===== src/rtl/cgof_pkg.sv =====
// Package: shared types, codes and constants for the CAN gateway override filter.
package cgof_pkg;

  localparam logic [28:0] AddrBrake   = 29'h315;
  localparam logic [28:0] AddrIgn     = 29'h1F1;
  localparam logic [28:0] AddrUpdate  = 29'h0F0;
  localparam logic [31:0] MagicLow    = 32'hDEADFACE;
  localparam logic [31:0] MagicSoft   = 32'h0AB00B1E;
  localparam logic [31:0] MagicBoot   = 32'h02B00B1E;
  localparam logic [10:0] StatusAddr  = 11'h2FF;
  localparam logic [7:0]  TimeoutReset = 8'd50;
  localparam logic [31:0] StatusLen   = 32'd4;

  typedef enum logic [1:0] {
    CMD_FRAME = 2'd0,
    CMD_ERROR = 2'd1,
    CMD_TICK  = 2'd2,
    CMD_NONE  = 2'd3
  } cmd_e;

  typedef enum logic [1:0] {
    KIND_FORWARD = 2'd0,
    KIND_STATUS  = 2'd1,
    KIND_SOFT    = 2'd2,
    KIND_BOOT    = 2'd3
  } kind_e;

  typedef enum logic [1:0] {
    BUS_0    = 2'd0,
    BUS_1    = 2'd1,
    BUS_2    = 2'd2,
    BUS_NONE = 2'd3
  } bus_e;

  typedef enum logic [1:0] {
    FAULT_NONE    = 2'd0,
    FAULT_ERROR   = 2'd1,
    FAULT_POWERUP = 2'd2
  } fault_e;

  typedef struct packed {
    logic [1:0]  cmd;
    logic [1:0]  source_bus;
    logic [31:0] id_word;
    logic [31:0] length_word;
    logic [31:0] data_low;
    logic [31:0] data_high;
    logic        tx_mailbox_free;
  } item_t;

  typedef struct packed {
    logic [1:0]  result_kind;
    logic [1:0]  dest_bus;
    logic [31:0] out_id_word;
    logic [31:0] out_length_word;
    logic [31:0] out_data_low;
    logic [31:0] out_data_high;
  } result_t;

endpackage


===== src/rtl/cgof_decide.sv =====
// Decision logic and mode/fault state of the gateway filter.
module cgof_decide import cgof_pkg::*; (
  input  logic       clk_i,
  input  logic       rst_ni,
  input  logic       cfg_we_i,
  input  logic [7:0] cfg_data_i,
  input  logic       commit_i,
  input  item_t      item_i,
  output logic       has_result_o,
  output result_t    result_o
);

  logic       brake_override_q, brake_override_d;
  logic       ignition_seen_q, ignition_seen_d;
  logic [7:0] brake_timer_q, brake_timer_d;
  logic [7:0] ignition_timer_q, ignition_timer_d;
  logic [1:0] fault_q [3];
  logic [1:0] fault_d [3];
  logic       phase_q, phase_d;
  logic [7:0] limit_q;

  logic [28:0] addr;
  logic        bus_ok;
  logic [31:0] fwd_id;
  logic [31:0] status_data;

  assign addr   = item_i.id_word[2] ? item_i.id_word[31:3] : {18'd0, item_i.id_word[31:21]};
  assign bus_ok = (item_i.source_bus != BUS_NONE);
  assign fwd_id = item_i.id_word | 32'd1;
  // Bytes 0..2 each carry their bus fault code in bits 5..4; byte 0 also has the override.
  assign status_data = {8'd0,
                        2'd0, fault_q[2], 4'd0,
                        2'd0, fault_q[1], 4'd0,
                        2'd0, fault_q[0], 3'd0, brake_override_q};

  always_comb begin
    brake_override_d = brake_override_q;
    ignition_seen_d  = ignition_seen_q;
    brake_timer_d    = brake_timer_q;
    ignition_timer_d = ignition_timer_q;
    fault_d          = fault_q;
    phase_d          = phase_q;
    has_result_o     = 1'b0;
    result_o         = '{result_kind: KIND_FORWARD, dest_bus: BUS_0,
                         out_id_word: fwd_id, out_length_word: item_i.length_word,
                         out_data_low: item_i.data_low, out_data_high: item_i.data_high};
    case (item_i.cmd)
      CMD_FRAME: begin
        if (bus_ok) begin
          fault_d[item_i.source_bus] = FAULT_NONE;
          case (item_i.source_bus)
            BUS_0: begin
              has_result_o      = 1'b1;
              result_o.dest_bus = BUS_2;
            end
            BUS_2: begin
              // Drop brake commands from bus 2 while override holds.
              has_result_o = !((addr == AddrBrake) && brake_override_q);
            end
            default: begin
              if (addr == AddrUpdate) begin
                has_result_o = 1'b1;
                if ((item_i.data_low == MagicLow) &&
                    ((item_i.data_high == MagicSoft) || (item_i.data_high == MagicBoot))) begin
                  result_o = '0;
                  result_o.result_kind = (item_i.data_high == MagicSoft) ? KIND_SOFT : KIND_BOOT;
                end
              end else if (addr == AddrBrake) begin
                has_result_o     = 1'b1;
                brake_override_d = 1'b1;
                brake_timer_d    = '0;
              end else if (addr == AddrIgn) begin
                ignition_seen_d  = 1'b1;
                ignition_timer_d = '0;
              end
            end
          endcase
        end
      end
      CMD_ERROR: begin
        if (bus_ok) begin
          fault_d[item_i.source_bus] = FAULT_ERROR;
        end
      end
      CMD_TICK: begin
        if (phase_q && ignition_seen_q && item_i.tx_mailbox_free) begin
          has_result_o = 1'b1;
          result_o = '{result_kind: KIND_STATUS, dest_bus: BUS_1,
                       out_id_word: {StatusAddr, 21'd1}, out_length_word: StatusLen,
                       out_data_low: status_data, out_data_high: 32'd0};
        end
        phase_d = !phase_q;
        // Clear the mode once its timer reaches the limit, else advance it.
        if (brake_timer_q >= limit_q) begin
          brake_override_d = 1'b0;
        end else begin
          brake_timer_d = brake_timer_q + 8'd1;
        end
        if (ignition_timer_q >= limit_q) begin
          ignition_seen_d = 1'b0;
        end else begin
          ignition_timer_d = ignition_timer_q + 8'd1;
        end
      end
      default: begin
      end
    endcase
  end

  always_ff @(posedge clk_i or negedge rst_ni) begin
    if (!rst_ni) begin
      brake_override_q <= 1'b0;
      ignition_seen_q  <= 1'b0;
      brake_timer_q    <= '0;
      ignition_timer_q <= '0;
      fault_q[0]       <= FAULT_POWERUP;
      fault_q[1]       <= FAULT_POWERUP;
      fault_q[2]       <= FAULT_POWERUP;
      phase_q          <= 1'b0;
      limit_q          <= TimeoutReset;
    end else begin
      if (cfg_we_i) begin
        limit_q <= cfg_data_i;
      end
      if (commit_i) begin
        brake_override_q <= brake_override_d;
        ignition_seen_q  <= ignition_seen_d;
        brake_timer_q    <= brake_timer_d;
        ignition_timer_q <= ignition_timer_d;
        fault_q          <= fault_d;
        phase_q          <= phase_d;
      end
    end
  end

endmodule


===== src/rtl/can_gateway_override_filter_top.sv =====
// Top level of the three-bus CAN gateway with brake-override filter.
//
// Three-bus CAN gateway. Each input item is a received frame, a bus error
// event or a timer tick; each gives at most one result item (forwarded frame,
// bus 1 status frame, or soft/boot reset request). An item is captured in an
// input register, decided by combinational logic against the mode and fault
// state, and the result lands in an output register. Throughput is one item
// per cycle while in_stall_o is low. The input register keeps accepting while
// a result waits in the output register, and stalls only when its held item
// has a result and the output register is still full and stalled. The user
// must write timeout_limit through cfg_we_i/cfg_data_i only while the block
// is idle; the block does not enforce this. Its reset value is 50 ticks.
module can_gateway_override_filter_top import cgof_pkg::*; (
  input  logic        clk_i,
  input  logic        rst_ni,
  input  logic        cfg_we_i,
  input  logic [7:0]  cfg_data_i,
  input  logic        in_valid_i,
  output logic        in_stall_o,
  input  logic [1:0]  cmd_i,
  input  logic [1:0]  source_bus_i,
  input  logic [31:0] id_word_i,
  input  logic [31:0] length_word_i,
  input  logic [31:0] data_low_i,
  input  logic [31:0] data_high_i,
  input  logic        tx_mailbox_free_i,
  output logic        out_valid_o,
  input  logic        out_stall_i,
  output logic [1:0]  result_kind_o,
  output logic [1:0]  dest_bus_o,
  output logic [31:0] out_id_word_o,
  output logic [31:0] out_length_word_o,
  output logic [31:0] out_data_low_o,
  output logic [31:0] out_data_high_o
);

  logic    in_valid_q;
  item_t   item_q;
  logic    out_valid_q;
  result_t result_q;

  logic    has_result;
  result_t result;
  logic    out_free;
  logic    advance;
  logic    accept;

  // Output register can take a new result when empty or being drained.
  assign out_free   = !out_valid_q || !out_stall_i;
  // Held item moves on unless it has a result with nowhere to go.
  assign advance    = in_valid_q && (!has_result || out_free);
  assign in_stall_o = in_valid_q && !advance;
  assign accept     = in_valid_i && !in_stall_o;

  cgof_decide u_decide (
    .clk_i        (clk_i),
    .rst_ni       (rst_ni),
    .cfg_we_i     (cfg_we_i),
    .cfg_data_i   (cfg_data_i),
    .commit_i     (advance),
    .item_i       (item_q),
    .has_result_o (has_result),
    .result_o     (result)
  );

  // Input register: hold the item until decided.
  always_ff @(posedge clk_i or negedge rst_ni) begin
    if (!rst_ni) begin
      in_valid_q <= 1'b0;
    end else if (accept || advance) begin
      in_valid_q <= accept;
    end
  end

  always_ff @(posedge clk_i) begin
    if (accept) begin
      item_q <= '{cmd: cmd_i, source_bus: source_bus_i, id_word: id_word_i,
                  length_word: length_word_i, data_low: data_low_i,
                  data_high: data_high_i, tx_mailbox_free: tx_mailbox_free_i};
    end
  end

  // Output register: load a fresh result, drop valid once taken.
  always_ff @(posedge clk_i or negedge rst_ni) begin
    if (!rst_ni) begin
      out_valid_q <= 1'b0;
    end else if (out_free) begin
      out_valid_q <= advance && has_result;
    end
  end

  always_ff @(posedge clk_i) begin
    if (out_free && advance && has_result) begin
      result_q <= result;
    end
  end

  assign out_valid_o       = out_valid_q;
  assign result_kind_o     = result_q.result_kind;
  assign dest_bus_o        = result_q.dest_bus;
  assign out_id_word_o     = result_q.out_id_word;
  assign out_length_word_o = result_q.out_length_word;
  assign out_data_low_o    = result_q.out_data_low;
  assign out_data_high_o   = result_q.out_data_high;

endmodule

===== config.mk =====
export PLATFORM = sky130hd
export DESIGN_NAME = can_gateway_override_filter_top
export DESIGN_NICKNAME = d
export VERILOG_FILES = /design/src/rtl/cgof_pkg.sv /design/src/rtl/cgof_decide.sv /design/src/rtl/can_gateway_override_filter_top.sv
export SDC_FILE = /design/constraint.sdc
export NUM_CORES = 1
export LEC_CHECK = 0
export BUFFER_PORTS_ARGS = -buffer_cell sky130_fd_sc_hd__clkbuf_2
export CAP_MARGIN = 20
export CORE_ASPECT_RATIO = 0.75
export CORE_UTILIZATION = 33
export CTS_CLUSTER_SIZE = 16
export DETAILED_ROUTE_END_ITERATION = 8
export SKIP_CTS_REPAIR_TIMING = 1
export SYNTH_ARGS = -nofsm -noshare
export SYNTH_HDL_FRONTEND = slang
export SYNTH_SLANG_ARGS = --single-unit

===== constraint.sdc =====
create_clock -name clk_i -period 13.45 [get_ports clk_i]
set_input_delay 2.69 -clock clk_i [delete_from_list [all_inputs] [get_ports clk_i]]
set_output_delay 2.69 -clock clk_i [all_outputs]
set_load 0.03 [all_outputs]

== After elaboration in Yosys (flattened, before gate mapping) ==
Cells that the tools add are included.
Cells by class
  equal/unequal tests: 21
  magnitude comparators: 4
  reductions and logical operators: 33
  bitwise gates (word level): 6
  $add $sub $neg: 2
  muxes and demuxes: 47
Operators with widths (count)
  2-to-1 mux 132 bit: 3
  one-hot mux 132 bit (2 select lines): 1
  2-to-1 mux 131 bit: 1
  2-to-1 mux 128 bit: 1
  2-to-1 mux 8 bit: 11
  == test 32 x 26 -> 1 bit (second input constant): 1
  == test 32 x 28 -> 1 bit (second input constant): 1
  == test 32 bit (second input constant): 1
  one-hot mux 8 bit (2 select lines): 2
  == test 29 x 10 -> 1 bit (second input constant): 1
  == test 29 x 8 -> 1 bit (second input constant): 1
  == test 29 x 9 -> 1 bit (second input constant): 1
  2-to-1 mux 29 bit: 1
  adder 8 x 1 -> 8 bit (second input constant): 2
  >= comparator 8 bit: 2
  2-to-1 mux 1 bit: 16
  AND reduction 8 bit: 2
  AND reduction 7 bit: 2
  2-to-1 mux 6 bit: 2
  != test 2 x 1 -> 1 bit (second input constant): 6
  != test 2 bit (second input constant): 6
  one-hot mux 6 bit (2 select lines): 1
  logical AND 1 bit: 11
  one-hot mux 1 bit (2 select lines): 4
  other kinds (20): 33
Word-level totals
  bits in registers: 300
  output and inout port bits: 134
  logic and storage cells: 137

== Depth between registers and ports, before layout ==
  word-level depth: 15
  mapped depth: 12

== By module ==
Synthesis repeated with hierarchy kept, for this count alone.
Second synthesis, totals
  cell total of the unflattened synthesis: 696
  area, all modules: 11385.9 um2
Modules (own cells, without submodules)
  can_gateway_override_filter_top: times used 1, sequential area each 8007.7 um2, area an instance 8062.7 um2, cells an instance 277
  cgof_decide: times used 1, sequential area each 833.3 um2, area an instance 3323.2 um2, cells an instance 419

== Least setup slack after synthesis ==
OpenSTA, ideal clock, no wires.
  path kind: input-to-reg
  start point: input port out_stall_i
  end point: register result_q, in the netlist dest_bus_o[0] (enable)
  stages on the path: 3
  path slack: 4.486 ns
  library setup time: 0.625 ns
  path buffers: 0
  arrival time: 8.339 ns
  required time: 12.825 ns
  cells stage by stage: nand2_1 -> inv_1 -> nor2_1
Between the ends
  cells in the longest elaborated chain, start to end: 6
Ends and longest elaborated chain
  start, declared: RTL line can_gateway_override_filter_top.sv:28  | input logic out_stall_i,
  logical NOT 1 bit *: RTL line can_gateway_override_filter_top.sv:49  | assign out_free = !out_valid_q || !out_stall_i;
  logical OR 1 bit *: RTL line can_gateway_override_filter_top.sv:49
  logical OR 1 bit: RTL line can_gateway_override_filter_top.sv:51  | assign advance = in_valid_q && (!has_result || out_free);
  logical AND 1 bit: RTL line can_gateway_override_filter_top.sv:51
  logical AND 1 bit * (2 in a row): RTL line can_gateway_override_filter_top.sv:93  | if (out_free && advance && has_result) begin
  end signal, assigned: RTL line can_gateway_override_filter_top.sv:94  | result_q <= result;
  end, declared: RTL line can_gateway_override_filter_top.sv:40  | result_t result_q;
Every way passes the cells marked *; elsewhere a longest branch is shown, timed or not.
A chain may end at the register's enable or synchronous reset.

== Final worst setup path ==
  start point: input port out_stall_i
  end point: output port in_stall_o
Between the ends
  cells in the longest elaborated chain, start to end: 6
Ends and longest elaborated chain
  logical NOT 1 bit: RTL line can_gateway_override_filter_top.sv:49
  logical OR 1 bit: RTL line can_gateway_override_filter_top.sv:49
  logical OR 1 bit: RTL line can_gateway_override_filter_top.sv:51
  logical AND 1 bit: RTL line can_gateway_override_filter_top.sv:51
  logical NOT 1 bit: RTL line can_gateway_override_filter_top.sv:52  | assign in_stall_o = in_valid_q && !advance;
  logical AND 1 bit: RTL line can_gateway_override_filter_top.sv:52
  end, declared: RTL line can_gateway_override_filter_top.sv:19  | output logic in_stall_o,
Every way passes these cells.

==> impl_metrics.csv <==
group,metric,value,unit
clock_network,cts-root-buf,"clkbuf_16",
min_path,hold_path.class,"flop to flop",
critical_path,cp-start-kind,"input port",
finish,final_layout_size_suffix_gt1_share,35.20,%
die,core.rowCount,58,
grt,antenna_found_initial,3,
sta,period_minus_slack,6.139,ns
synth,yosysSeqAreaShare,77.86,%
clock_network,cts_tree,"built",
placement,dp_slack,7.322,ns
clock_network,numCtsBuffers,31,
sta,final-setup-viol-count,0,
die,coreArea,33670,µm²
synth,synth_top_area_cell,"edfxtp_1",
grt,track_usage,14.54,%
critical_path,crit_path_top_delay_cell,"clkbuf_2",
finish,register_area,8811,µm²
routing,firstDrtPassIters,5,
clock_network,htree_levels,1,
clock_network,cts_buffer_depth,3,
grt,grt_pass1_vias,6635,
power_and_ir_drop,power_density,147.2,nW/µm²
clock_network,insertion_delay,0.55,ns
clock_network,clk_pin_slew,0.06,ns
synth,synthTopCellsByArea,"edfxtp_1, dfrtp_1, and2_1, ha_1, dfstp_2",
die,dieArea,35040,µm²
routing,drc,0,
sta,tightest_slew,1.002,ns
routing,routed_via_density,4.567,
critical_path,crit_path_max_incr_delay,0.20,ns
finish,fin_cells,1468,
power_and_ir_drop,p_leak,0.005550,µW
placement,numPortBuffers,278,
synth,synth_most_common_cell,"edfxtp_1",
sta,post-route-period-util,45.65,%
synth,synth_common_cells,"edfxtp_1, and2_1, nor2_1, dfrtp_1, o21ai_0",
critical_path,endpoint_kind,"output port",
die,initial_utilization,33.61,%
run,drv_cap,0,
critical_path,crit_required,10.76,ns
finish,syn2layout_area_growth,25.56,%
clock_network,clock-sinks,299,
die,ios,280,
sta,fin_setup_tns,0,ns
sta,finalHoldViolations,0,
sta,finClkSkew,0.01062,ns
sta,hold_ws,0.4844,ns
grt,grt_max_degree,111,
sta,rsz0062_at_grt,"false",
synth,syn_nets,865,
finish,n_fill_cell,3124,
grt,gr-total-overflow,0,
placement,dp.final_hpwl,17890,µm
finish,fin_nets,1159,
routing,drt-wirelength-per-cell,17.66,µm
critical_path,worstPathArrival,3.45,ns
critical_path,rrSetupSlack,9.12,ns
routing,drtIter0Drc,349,
die,dieHeight,162.4,µm
finish,multi_input_area,2377,µm²
synth,ys_ff_latch,299,
sta,max_freq,0.1629,GHz
critical_path,crit_type,"input port to output port",
synth,yosys.area.top_type_share,70.06,%
power_and_ir_drop,vdd_drop_max,0.0001107,V
die,die_w,215.8,µm
synth,synth_cell_types,48,
routing,wl,25920,µm
sta,fin_ws,7.311,ns
sta,report.final.slew_viol_count,0,
routing,vias,6704,
critical_path,path_cells,"clkbuf_2 > nand2_1 > inv_1 > nand3_1 > inv_1 > clkbuf_2",
synth,yosys_warnings,0,
sta,relSlewSlack,33.20,%
critical_path,crit_fanout,5,
synth,synth_edf_count,264,
outcome,status,"finished clean",
synth,synth-main-ff-cell,"edfxtp_1",
placement,gp_congestion,0.8042,
synth,synth_cells,701,
synth,synthesis.area,11320,µm²
routing,drtAntennaViolNets,0,
synth,async_flop_share,11.71,%
placement,placed_cells,1412,
synth,syn_avg_cell_area,16.14,µm²
grt,grt_pass1_wl,38750,µm
## kinds of logic (layout without fill, tap and decap cells)
family / count (synthesis) / count (layout) / share of synthesized area (%)
xor gates and xnor gates: 1 / 1 / 0.07741
buffers and inverters: 41 / 357 / 1.437
other: 0 / 1 / 0
adders and majority gates: 18 / 18 / 1.990
muxes: 8 / 8 / 0.7961
AOI/OAI and AO/OA: 69 / 69 / 3.925
DFF: 299 / 299 / 77.86
and+or+nand+nor: 265 / 265 / 13.91
## per-stage QoR
step / utilization, % / instance area [µm²] / power (µW)
6_report: 42.20 / 14210 / 2091
5_1_grt: 42.20 / 14210 / 2176
4_1_cts: 42.19 / 14210 / 2125
3_5_place_dp: 39.37 / 13260 / 1301
3_3_place_gp: 39.37 / 13260 / 1295
2_1_floorplan: - / 11320 / 1233
## state kept, by name, indices dropped and copies added (netlist names), named ones only
register,count
out_id_word_o,32
u_decide.limit_q,8
out_valid_o,1
u_decide.fault_q,3
out_data_high_o,32
in_valid_q,1
out_data_low_o,32
u_decide.ignition_timer_q,8
u_decide.phase_q,1
dest_bus_o,2
u_decide.brake_timer_q,8
item_q,132
out_length_word_o,32
u_decide.brake_override_q,1
u_decide.ignition_seen_q,1
result_kind_o,2
## power by group
part	internal (µW)	leakage [µW]	switching, µW
combinational	65.0	0.00217	109
sequential	1080	0.00291	26.5
clock	459	0.000474	353
total	1600	0.00555	489
## per-layer routing
layer | part of all wire [%] | global-route usage (%) | vias to the layer above
li1 | - | - | 3193
met2 | 45 | 22.98 | 241
met4 | 2.2 | 3.901 | 4
met5 | 0.085 | 0 | -
met1 | 44 | 18.94 | 3226
met3 | 9.1 | 5.210 | 40
## final timing paths
kind,start,endpoint,cells after the start
max in group asynchronous,rst_ni,u_decide.ignition_timer_q[6]$_DFFE_PN0P_,1
hold / removal,u_decide.fault_q[3]$_DFFE_PN1P_,u_decide.fault_q[3]$_DFFE_PN1P_,1
min in group asynchronous,rst_ni,u_decide.limit_q[7]$_DFFE_PN0P_,1
hold reg to reg,u_decide.fault_q[3]$_DFFE_PN1P_,u_decide.fault_q[3]$_DFFE_PN1P_,1
setup reg to reg,item_q[99]$_DFFE_PP_,out_id_word_o[24]$_DFFE_PP_,9
setup / recovery,out_stall_i,in_stall_o,6
## final cells by class
type                    count  area share [%]
repair buffers            284           10.11
multi-input cells         361           16.73
clock inverters            21           1.154
inverters                  18          0.4755
clock buffers              34           5.539
flip-flops and latches    299           62.01
well taps                 450           3.963
diodes                      1         0.01761
## cells in the final DEF, fill, tap and decap left out, types with 7 or more instances in the layout
master       n
o21ai_0     26
ha_1        18
nor4b_1      8
nand3_1     11
dfrtp_1     29
nor2_1      30
nand2b_1     8
inv_1       18
mux2_2       8
nand2_1     24
and2_1     110
nor4_1       8
edfxtp_1   264
clkinv_2     9
o31ai_1      7
clkbuf_16   31
a21oi_1      9
nor3_1      11
clkbuf_2   278
a21o_1       7
## critical path: cells and delay by family
kind / cells / cell delay (ns)
AND/OR/NAND/NOR: 2 / 0.22
buffers and inverters: 4 / 0.54
(Power assumes the default switching activity.)
